`config.mk`:
```
export PLATFORM = sky130hd
export DESIGN_NAME = light_sensor_lux_calculator_top
export DESIGN_NICKNAME = d
export VERILOG_FILES = /design/src/rtl/lsl_pkg.sv /design/src/rtl/lsl_scale.sv /design/src/rtl/lsl_seg_cell.sv /design/src/rtl/lsl_lux_out.sv /design/src/rtl/light_sensor_lux_calculator_top.sv
export SDC_FILE = /design/constraint.sdc
export NUM_CORES = 2
export LEC_CHECK = 0
export BUFFER_PORTS_ARGS = -buffer_cell sky130_fd_sc_hd__buf_2
export CORE_UTILIZATION = 50
export CTS_CLUSTER_DIAMETER = 200
export DETAILED_ROUTE_END_ITERATION = 8
export PLACE_DENSITY = 0.67
export SYNTH_ARGS = -nofsm -noshare
export SYNTH_HDL_FRONTEND = slang
export SYNTH_HIERARCHICAL = 1
export SYNTH_SLANG_ARGS = --single-unit
```
`constraint.sdc`:
```
create_clock -name clk -period 9.1 [get_ports clk]
set_clock_uncertainty 0.1 [all_clocks]
set_input_delay 1.82 -clock clk [delete_from_list [all_inputs] [get_ports clk]]
set_output_delay 1.82 -clock clk [all_outputs]
set_load 0.02 [all_outputs]
```
`src/rtl/lsl_pkg.sv`:
```
// types and constants of the lux calculator
package lsl_pkg;

    localparam int unsigned RAW_W        = 16;
    localparam int unsigned SCALE_W      = 19;
    localparam int unsigned BASE_W       = 15;
    localparam int unsigned CH_SHIFT     = 10;
    localparam int unsigned PROD_W       = RAW_W + SCALE_W;
    localparam int unsigned CH_W         = PROD_W - CH_SHIFT;
    localparam int unsigned RATIO_FRAC_W = 9;
    localparam int unsigned RATIO_SHIFT  = RATIO_FRAC_W + 1;
    localparam int unsigned LIM_W        = 11;
    localparam int unsigned CMP_W        = CH_W + LIM_W;
    localparam int unsigned COEF_W       = 10;
    localparam int unsigned TERM_W       = CH_W + COEF_W;
    localparam int unsigned LUX_SHIFT    = 14;
    localparam int unsigned LUX_W        = 20;
    localparam int unsigned NUM_CELLS    = 7;
    localparam int unsigned GAIN_SHIFT   = 4;

    localparam logic [BASE_W-1:0] TINT0_SCALE = 15'h7517;
    localparam logic [BASE_W-1:0] TINT1_SCALE = 15'h0FE7;
    localparam logic [BASE_W-1:0] UNITY_SCALE = 15'h0400;
    localparam logic [LUX_W-1:0]  LUX_MAX     = 20'hFFFFF;

    localparam logic [LIM_W-1:0] LUX_K1C = 11'h043;
    localparam logic [COEF_W-1:0] LUX_B1C = 10'h204;
    localparam logic [COEF_W-1:0] LUX_M1C = 10'h1AD;

    typedef logic [2:0] seg_t;

    localparam seg_t SEG_LAST = 3'd7;
    localparam seg_t SEG_FIRST = 3'd0;

    localparam logic [LIM_W-1:0] SEG_LIMIT [NUM_CELLS] = '{
        LUX_K1C, 11'h085, 11'h0C8, 11'h10A, 11'h14D, 11'h19A, 11'h29A
    };
    localparam logic [COEF_W-1:0] SEG_B [8] = '{
        LUX_B1C, 10'h228, 10'h253, 10'h282, 10'h177, 10'h101, 10'h037, 10'h000
    };
    localparam logic [COEF_W-1:0] SEG_M [8] = '{
        LUX_M1C, 10'h2C1, 10'h363, 10'h3DF, 10'h1DD, 10'h127, 10'h02B, 10'h000
    };

    typedef enum logic [1:0] {
        TINT_13MS  = 2'd0,
        TINT_101MS = 2'd1,
        TINT_NONE  = 2'd2,
        TINT_OFF   = 2'd3
    } lsl_tint_t;

    typedef enum logic [0:0] {
        CFG_HIGH_GAIN = 1'b0,
        CFG_INT_MODE  = 1'b1
    } lsl_cfg_idx_t;

    typedef struct packed {
        logic      high_gain;
        lsl_tint_t int_mode;
    } lsl_cfg_t;

    // one beat moving down the cell row
    typedef struct packed {
        logic [CH_W-1:0] ch0;
        logic [CH_W-1:0] ch1;
        logic            found;
        seg_t            seg;
    } lsl_beat_t;

endpackage

```
`src/rtl/lsl_scale.sv`:
```
// channel scaling stage feeding the segment cell row
module lsl_scale
    import lsl_pkg::*;
(
    input  logic             clk,
    input  logic             rst_n,
    input  lsl_cfg_t         cfg,
    input  logic             up_valid,
    output logic             up_ready,
    input  logic [RAW_W-1:0] raw0,
    input  logic [RAW_W-1:0] raw1,
    output logic             dn_valid,
    input  logic             dn_ready,
    output lsl_beat_t        dn_beat
);

    logic [BASE_W-1:0]  base;
    logic [SCALE_W-1:0] scale;
    logic [PROD_W-1:0]  prod0;
    logic [PROD_W-1:0]  prod1;
    logic               load;
    logic               valid_reg;
    logic               valid_next;
    lsl_beat_t          beat_reg;
    lsl_beat_t          beat_next;

    always_comb
    begin
        unique case (cfg.int_mode)
            TINT_13MS:  base = TINT0_SCALE;
            TINT_101MS: base = TINT1_SCALE;
            TINT_NONE:  base = UNITY_SCALE;
            TINT_OFF:   base = '0;
            default:    base = '0;
        endcase
    end

    // low gain multiplies the scale by 16
    assign scale = cfg.high_gain ? {{GAIN_SHIFT{1'b0}}, base} : {base, {GAIN_SHIFT{1'b0}}};

    assign prod0 = PROD_W'(raw0) * PROD_W'(scale);
    assign prod1 = PROD_W'(raw1) * PROD_W'(scale);

    always_comb
    begin
        beat_next.ch0   = prod0[PROD_W-1:CH_SHIFT];
        beat_next.ch1   = prod1[PROD_W-1:CH_SHIFT];
        // zero broadband means ratio zero, first segment
        beat_next.found = (beat_next.ch0 == '0);
        beat_next.seg   = beat_next.found ? SEG_FIRST : SEG_LAST;
    end

    assign load       = !valid_reg || dn_ready;
    assign up_ready   = load;
    assign valid_next = load ? up_valid : valid_reg;

    always_ff @(posedge clk or negedge rst_n)
    begin
        if (!rst_n)
        begin
            valid_reg <= 1'b0;
        end
        else
        begin
            valid_reg <= valid_next;
        end
    end

    always_ff @(posedge clk)
    begin
        if (load && up_valid)
        begin
            beat_reg <= beat_next;
        end
    end

    assign dn_valid = valid_reg;
    assign dn_beat  = beat_reg;

endmodule

```
`src/rtl/lsl_seg_cell.sv`:
```
// one breakpoint cell of the segment search row
module lsl_seg_cell
    import lsl_pkg::*;
#(
    parameter int unsigned CELL_IDX = 0
)
(
    input  logic      clk,
    input  logic      rst_n,
    input  logic      up_valid,
    output logic      up_ready,
    input  lsl_beat_t up_beat,
    output logic      dn_valid,
    input  logic      dn_ready,
    output lsl_beat_t dn_beat
);

    // rounded ratio <= limit  <=>  ch1 * 2^10 < (2 * limit + 1) * ch0
    localparam logic [LIM_W-1:0] LIM_K = LIM_W'(2 * SEG_LIMIT[CELL_IDX] + 1);

    logic [CMP_W-1:0] lhs;
    logic [CMP_W-1:0] rhs;
    logic             hit;
    logic             load;
    logic             valid_reg;
    logic             valid_next;
    lsl_beat_t        beat_reg;
    lsl_beat_t        beat_next;

    assign lhs = CMP_W'({up_beat.ch1, {RATIO_SHIFT{1'b0}}});
    assign rhs = CMP_W'(up_beat.ch0) * CMP_W'(LIM_K);
    assign hit = !up_beat.found && (lhs < rhs);

    always_comb
    begin
        beat_next = up_beat;
        if (hit)
        begin
            beat_next.found = 1'b1;
            beat_next.seg   = seg_t'(CELL_IDX);
        end
    end

    assign load       = !valid_reg || dn_ready;
    assign up_ready   = load;
    assign valid_next = load ? up_valid : valid_reg;

    always_ff @(posedge clk or negedge rst_n)
    begin
        if (!rst_n)
        begin
            valid_reg <= 1'b0;
        end
        else
        begin
            valid_reg <= valid_next;
        end
    end

    always_ff @(posedge clk)
    begin
        if (load && up_valid)
        begin
            beat_reg <= beat_next;
        end
    end

    assign dn_valid = valid_reg;
    assign dn_beat  = beat_reg;

endmodule

```
`src/rtl/lsl_lux_out.sv`:
```
// coefficient products, rounding and clamp, output register
module lsl_lux_out
    import lsl_pkg::*;
(
    input  logic             clk,
    input  logic             rst_n,
    input  logic             up_valid,
    output logic             up_ready,
    input  lsl_beat_t        up_beat,
    output logic             dn_valid,
    input  logic             dn_ready,
    output logic [LUX_W-1:0] lux
);

    localparam int unsigned SUM_W = TERM_W + 1;
    localparam int unsigned QUO_W = SUM_W - LUX_SHIFT;

    logic [TERM_W-1:0] pos_reg;
    logic [TERM_W-1:0] neg_reg;
    logic [TERM_W-1:0] pos_next;
    logic [TERM_W-1:0] neg_next;
    logic              va_reg;
    logic              va_next;
    logic              load_a;
    logic [SUM_W-1:0]  sum;
    logic [QUO_W-1:0]  quo;
    logic [LUX_W-1:0]  lux_reg;
    logic [LUX_W-1:0]  lux_next;
    logic              vb_reg;
    logic              vb_next;
    logic              load_b;

    assign pos_next = TERM_W'(up_beat.ch0) * TERM_W'(SEG_B[up_beat.seg]);
    assign neg_next = TERM_W'(up_beat.ch1) * TERM_W'(SEG_M[up_beat.seg]);

    assign sum = SUM_W'(pos_reg) + SUM_W'(1 << (LUX_SHIFT - 1)) - SUM_W'(neg_reg);
    assign quo = sum[SUM_W-1:LUX_SHIFT];

    always_comb
    begin
        priority if (neg_reg > pos_reg)
        begin
            lux_next = '0;
        end
        else if (quo > QUO_W'(LUX_MAX))
        begin
            lux_next = LUX_MAX;
        end
        else
        begin
            lux_next = quo[LUX_W-1:0];
        end
    end

    assign load_b   = !vb_reg || dn_ready;
    assign load_a   = !va_reg || load_b;
    assign up_ready = load_a;
    assign va_next  = load_a ? up_valid : va_reg;
    assign vb_next  = load_b ? va_reg : vb_reg;

    always_ff @(posedge clk or negedge rst_n)
    begin
        if (!rst_n)
        begin
            va_reg <= 1'b0;
            vb_reg <= 1'b0;
        end
        else
        begin
            va_reg <= va_next;
            vb_reg <= vb_next;
        end
    end

    always_ff @(posedge clk)
    begin
        if (load_a && up_valid)
        begin
            pos_reg <= pos_next;
            neg_reg <= neg_next;
        end
        if (load_b && va_reg)
        begin
            lux_reg <= lux_next;
        end
    end

    assign dn_valid = vb_reg;
    assign lux      = lux_reg;

endmodule

```
`src/rtl/light_sensor_lux_calculator_top.sv`:
```
// top level of the two-channel lux calculator
// stages from an accepted input beat to its result beat:
// one scaling stage, seven breakpoint cells, product stage, rounding stage
// throughput: one beat per cycle while out_ready stays high; every stage has its own valid, so bubbles close up
// reset: rst_n asynchronous active low clears all valid bits, high_gain to 0,
// integration_mode to 2 (unscaled); payload registers are not reset
module light_sensor_lux_calculator_top
    import lsl_pkg::*;
(
    input  logic             clk,
    input  logic             rst_n,
    input  logic             in_valid,
    output logic             in_ready,
    input  logic [RAW_W-1:0] broadband_count,
    input  logic [RAW_W-1:0] infrared_count,
    output logic             out_valid,
    input  logic             out_ready,
    output logic [LUX_W-1:0] lux_value,
    input  logic             cfg_valid,
    output logic             cfg_ready,
    input  logic [0:0]       cfg_index,
    input  logic [1:0]       cfg_data
);

    logic      high_gain_reg;
    logic      high_gain_next;
    lsl_tint_t int_mode_reg;
    lsl_tint_t int_mode_next;
    lsl_cfg_t  cfg;

    // link k runs into cell k; link NUM_CELLS runs into the output stage
    logic      link_valid [NUM_CELLS+1];
    logic      link_ready [NUM_CELLS+1];
    lsl_beat_t link_beat  [NUM_CELLS+1];

    // config port never stalls; the user must write only while the pipe is idle, the block does not enforce it
    assign cfg_ready = 1'b1;

    always_comb
    begin
        high_gain_next = high_gain_reg;
        int_mode_next  = int_mode_reg;
        if (cfg_valid)
        begin
            unique case (lsl_cfg_idx_t'(cfg_index))
                CFG_HIGH_GAIN: high_gain_next = cfg_data[0];
                CFG_INT_MODE:  int_mode_next  = lsl_tint_t'(cfg_data);
                default:       high_gain_next = high_gain_reg;
            endcase
        end
    end

    always_ff @(posedge clk or negedge rst_n)
    begin
        if (!rst_n)
        begin
            high_gain_reg <= 1'b0;
            int_mode_reg  <= TINT_NONE;
        end
        else
        begin
            high_gain_reg <= high_gain_next;
            int_mode_reg  <= int_mode_next;
        end
    end

    assign cfg.high_gain = high_gain_reg;
    assign cfg.int_mode  = int_mode_reg;

    // scale both counts, mark zero broadband as first segment
    lsl_scale u_scale (
        .clk      (clk),
        .rst_n    (rst_n),
        .cfg      (cfg),
        .up_valid (in_valid),
        .up_ready (in_ready),
        .raw0     (broadband_count),
        .raw1     (infrared_count),
        .dn_valid (link_valid[0]),
        .dn_ready (link_ready[0]),
        .dn_beat  (link_beat[0])
    );

    // row of breakpoint cells: the first cell whose limit holds claims the beat
    for (genvar k = 0; k < NUM_CELLS; k++)
    begin : g_cell
        lsl_seg_cell #(
            .CELL_IDX (k)
        ) u_cell (
            .clk      (clk),
            .rst_n    (rst_n),
            .up_valid (link_valid[k]),
            .up_ready (link_ready[k]),
            .up_beat  (link_beat[k]),
            .dn_valid (link_valid[k+1]),
            .dn_ready (link_ready[k+1]),
            .dn_beat  (link_beat[k+1])
        );
    end

    // unclaimed beats keep the last segment, whose coefficients are zero
    lsl_lux_out u_out (
        .clk      (clk),
        .rst_n    (rst_n),
        .up_valid (link_valid[NUM_CELLS]),
        .up_ready (link_ready[NUM_CELLS]),
        .up_beat  (link_beat[NUM_CELLS]),
        .dn_valid (out_valid),
        .dn_ready (out_ready),
        .lux      (lux_value)
    );

endmodule

```
# ---- Word-level counts from Yosys, hierarchy flattened
# Memory sizes are Yosys's and may differ from the RTL's.
# Cells that the tools add are included.
dict set report word_totals {
  register_bits 534
  mem_bits_ro 160
  inputBits 40
  out_inout_bits 23
  word_cells 132
  mem_count 2
}
dict set report classes {
  addsub 2
  mul 11
  magnitude_cmp 10
  eq_ne 3
  mux 8
  bitwise 2
  reduce_logical 48
}
# memory depth word_bits rd rd_ports_with_merged_regs wr line
set memory_table {}
lappend memory_table {{(name not given)} 8 10 1 0 0 lsl_lux_out.sv:33} ;# assign pos_next = TERM_W'(up_beat.ch0) * TERM_W'(SEG_B[up_beat.seg]);
lappend memory_table {{(name not given)} 8 10 1 0 0 lsl_lux_out.sv:34} ;# assign neg_next = TERM_W'(up_beat.ch1) * TERM_W'(SEG_M[up_beat.seg]);
# operator n
set ops {}
lappend ops {{$lt 35x35->1} 3}
lappend ops {{$mul 25x10->35 const B} 3}
lappend ops {{$lt 35x34->1} 2}
lappend ops {{$mul 16x19->35} 2}
lappend ops {{$mul 25x10->35} 2}
lappend ops {{$mul 25x9->34 const B} 2}
lappend ops {{$pmux 15 s4} 1}
lappend ops {{$mux 10} 4}
lappend ops {{$add 35x14->36 const B} 1}
lappend ops {{$lt 35x36->1} 1}
lappend ops {{$mul 25x11->36 const B} 1}
lappend ops {{$sub 36x35->36} 1}
lappend ops {{$gt 35x35->1} 1}
lappend ops {{$lt 35x33->1} 1}
lappend ops {{$mul 25x8->33 const B} 1}
lappend ops {{$logic_not 25->1} 1}
lappend ops {{$gt 22x20->1 const B} 1}
lappend ops {{$mux 20} 1}
lappend ops {{$mux 19} 1}
lappend ops {{$logic_and 1x1->1} 17}
lappend ops {{$logic_not 1->1} 17}
lappend ops {{$logic_or 1x1->1} 10}
lappend ops {{$eq 2x2->1 const B} 2}
lappend ops {{$ge 4x4->1 const B} 1}
lappend ops {{other kinds (6)} 7}

# ---- Longest topological paths before layout
dict set report depth {
  word_depth 12
  mapped_depth 28
  mapped_depth_nobuf 27
}

# ---- Cells and area by module
# Netlist, hierarchy kept.
# mod instances cells_per_inst area_each_um2 seq_area_each_um2
set by_module_without_submodules {}
lappend by_module_without_submodules {lsl_lux_out 1 2313 21490.6 2752.6}
lappend by_module_without_submodules {lsl_scale 1 1982 19346.1 1586.5}
lappend by_module_without_submodules {{lsl_seg_cell (g_cell[6].u_cell)} 1 709 7428.4 1646.6}
lappend by_module_without_submodules {{lsl_seg_cell (g_cell[5].u_cell)} 1 698 7314.5 1646.6}
lappend by_module_without_submodules {{lsl_seg_cell (g_cell[4].u_cell)} 1 680 7074.3 1646.6}
lappend by_module_without_submodules {{lsl_seg_cell (g_cell[1].u_cell)} 1 591 6095.8 1646.6}
lappend by_module_without_submodules {{lsl_seg_cell (g_cell[0].u_cell)} 1 575 5845.6 1646.6}
lappend by_module_without_submodules {{lsl_seg_cell (g_cell[3].u_cell)} 1 562 5836.8 1646.6}
lappend by_module_without_submodules {{lsl_seg_cell (g_cell[2].u_cell)} 1 453 5401.4 1646.6}
lappend by_module_without_submodules {light_sensor_lux_calculator_top 1 10 135.1 76.3}

# ---- Least setup slack after synthesis
# Ideal clock, no wire load.
dict set report synth_timing {
  path_kind {input -> register}
  startpoint {in broadband_count[2]}
  endpoint {reg u_scale.beat_reg, in the netlist u_scale/dn_beat[1] (data pin)}
  setup_ps 272
  t_arrival_ps 8110
  t_required_ps 8728
  slack_ps 618
  stages 22
  n_path_buf 1
  cell_sequence {clkbuf_1 nand2_1 fa_1 fa_1 fa_1 fa_1 inv_1 fa_1 inv_1 fa_1 inv_1 ha_1 nand4_1 or4_4 o21ba_2 o21ai_1 xor2_1 or4_4 nor4_2 nand4b_1 and4bb_1 or4b_1}
}
# item line
set synth_lines {}
lappend synth_lines {{start: declaration} light_sensor_lux_calculator_top.sv:14} ;# input logic [RAW_W-1:0] broadband_count,
lappend synth_lines {{end signal: assignment} lsl_scale.sv:73} ;# beat_reg <= beat_next;
lappend synth_lines {{end: declaration} lsl_scale.sv:24} ;# lsl_beat_t beat_reg;

==> PnR_summary.wiki <==
{| class="wikitable"
! Metric !! Value
|-
| Unrepaired setup endpoints after global routing || false
|-
| Number of hold violations in the final report || 0
|-
| Wire length per cell after detailed routing || 19.8 µm
|-
| Cell repeated most along the worst path || sky130_fd_sc_hd__fa_1
|-
| Crit. End Element || flop
|-
| Worst path slowest cell || sky130_fd_sc_hd__fa_1
|-
| Buffer type at the clock tree root || sky130_fd_sc_hd__clkbuf_16
|-
| Most common cell after layout, fill and taps aside || sky130_fd_sc_hd__inv_1
|-
| Total Nets Final || 11231
|-
| Endpoint of the lowest-slack register-to-register path || u_scale/dn_beat[1]$_DFFE_PP_
|-
| Estimated wirelength of the detail-placed design || 181 mm
|-
| Initial Utilization || 50.5%
|-
| Footprint of the multi-input gates || 0.0624 mm²
|-
| Syn Nets || 11211
|-
| Critical Path End || u_scale/dn_beat[1]$_DFFE_PP_
|-
| Launching point of the worst reg2reg path || high_gain_reg$_DFFE_PN0P_
|-
| Placer congestion estimate || 0.944
|-
| Number of global-route vias before repair || 64016
|-
| Min-Delay Path Depth || 0
|-
| Maximum frequency from static timing analysis || 0.120 GHz
|-
| Grt total ovfl || 0
|-
| Number of design rule violations left after detail routing || 0
|-
| Skew-Pair Late Insertion Delay || 0.67 ns
|-
| Number of filler instances in the final layout || 15195
|-
| Number of failing setup endpoints in the final timing report || 0
|-
| Post-CTS Hold Fix Bufs || 0
|-
| Worst setup path class || flop to flop
|-
| Starting DRC count in detailed routing || 3792
|-
| Clock-pin slew reported for the worst setup and hold paths after clock tree synthesis || 0.06 ns
|-
| Fraction of final layout cells with drive strength greater than 1 || 4.59%
|-
| Max cap viols || 0
|-
| Reg2reg path depth || 26
|-
| Flip-flop count of the largest register, all copies and words added || 377
|-
| Worst setup path startpoint || high_gain_reg$_DFFE_PN0P_
|-
| Mean instance size in the synthesized netlist || 10.0 µm²
|-
| Cells after Synth || 8569
|-
| Input/output buffers || 61
|-
| Area of the die || 0.174 mm²
|-
| Residual antenna-violating net count after detailed routing || 0
|-
| Pin slew with the least headroom to its limit || 1.05 ns
|-
| Final Cycle Share || 91.7%
|-
| Max FO, Critical Path || 43
|-
| Remaining max-slew budget at the tightest pin || 30.2%
|-
| Post-CTS repair timing setup buffer count || 0
|-
| Smallest hold slack || 0.353 ns
|-
| Initial antenna violation count || 6
|-
| Clock tree buffer depth || 3
|-
| TritonCTS Sinks || 532
|-
| Startpoint class of the critical path || flop
|-
| Total vias in the final route || 60300
|-
| Status || finished, final reports clean
|-
| Drt total wl || 215 mm
|-
| Die boundary height || 417 µm
|-
| Wire length of the first global-routing pass || 347 mm
|-
| Count of pins on the block boundary || 63
|-
| Delay of the slowest critical-path stage || 0.61 ns
|-
| Post-cts resize count || 0
|-
| Number of cell rows || 151
|-
| Routed via count divided by cell count || 5.55
|-
| Total core area || 0.170 mm²
|-
| Commonest cells after routing, fill and taps aside || sky130_fd_sc_hd__inv_1, sky130_fd_sc_hd__ha_1, sky130_fd_sc_hd__fa_1
|-
| Arrival time reported for the critical path endpoint || 8.64 ns
|-
| Final min period || 8.35 ns
|-
| Maximum number of pins on one net before global-route repair || 56
|-
| Combined area of all synthesized cells || 0.0859 mm²
|-
| GRT Resource Usage Total || 25.3%
|-
| Register area || 0.0159 mm²
|-
| Area growth from synthesis to layout || 6.18%
|-
| Clock tree from TritonCTS || yes
|-
| Die boundary width || 417 µm
|-
| TritonCTS buffer count || 67
|-
| Class of the most critical hold timing path || flop to flop
|-
| Worst reg-to-reg setup slack || 0.75 ns
|-
| Setup TNS || 0 ns
|-
| H-tree levels || 3
|-
| First drt pass iteration count || 6
|-
| Synth warn || 6
|-
| Data required time at the worst endpoint || 9.40 ns
|-
| Final Max Tran Viols || 0
|}
layer usage:
metal	routed length [µm]	vias to the layer above	track usage, %
met4	6150	6	7.29
met5	39	-	0
met2	108000	1531	44.7
li1	-	28114	-
met3	10400	339	3.04
met1	91200	30310	32.6
critical path: cells and delay by family, from the launching register on:
family          cells  cell delay (ns)
compound gates      4             1.15
xor+xnor            1             0.20
simple gates        7             1.41
fa+ha+maj           7             3.54
buf+inv             7             1.20
flops               1             0.41
area by class of cell:
cell class / count / area share [%]
Antenna cell: 7 / 0.0192
Clock buffer: 78 / 1.92
Clock inverter: 46 / 0.645
Inverter: 1843 / 7.58
Multi-Input combinational cell: 6017 / 68.5
Sequential cell: 532 / 17.4
Tap cell: 2218 / 3.04
Timing Repair Buffer: 128 / 0.900
worst min-delay path by stage:
stage	from	end	slack, ns
after global routing	g_cell[4].u_cell/dn_beat[20]$_DFFE_PP_	g_cell[5].u_cell/dn_beat[20]$_DFFE_PP_	0.37
after global placement	g_cell[4].u_cell/dn_beat[4]$_DFFE_PP_	g_cell[5].u_cell/dn_beat[4]$_DFFE_PP_	0.35
after CTS	g_cell[3].u_cell/dn_beat[24]$_DFFE_PP_	g_cell[4].u_cell/dn_beat[24]$_DFFE_PP_	0.35
after floorplan	u_scale/dn_beat[10]$_DFFE_PP_	g_cell[0].u_cell/dn_beat[10]$_DFFE_PP_	0.33
final	g_cell[3].u_cell/dn_beat[21]$_DFFE_PP_	g_cell[4].u_cell/dn_beat[21]$_DFFE_PP_	0.35
after detailed placement	g_cell[4].u_cell/dn_beat[28]$_DFFE_PP_	g_cell[5].u_cell/dn_beat[28]$_DFFE_PP_	0.35
per-stage QoR:
step	setup slack [ns]	cells	instance area (µm²)	util [%]
floorplan	0.618	8569	85900	-
detailed placement	0.270	10738	88900	52.3
CTS	0.828	10862	91200	53.6
global placement	0.329	10738	88900	52.3
finish	0.753	10869	91200	53.7
global route	0.415	10866	91200	53.6
Power is not shown: default switching activity piles up to over one toggle a cycle in this logic, so the estimate is an artifact.
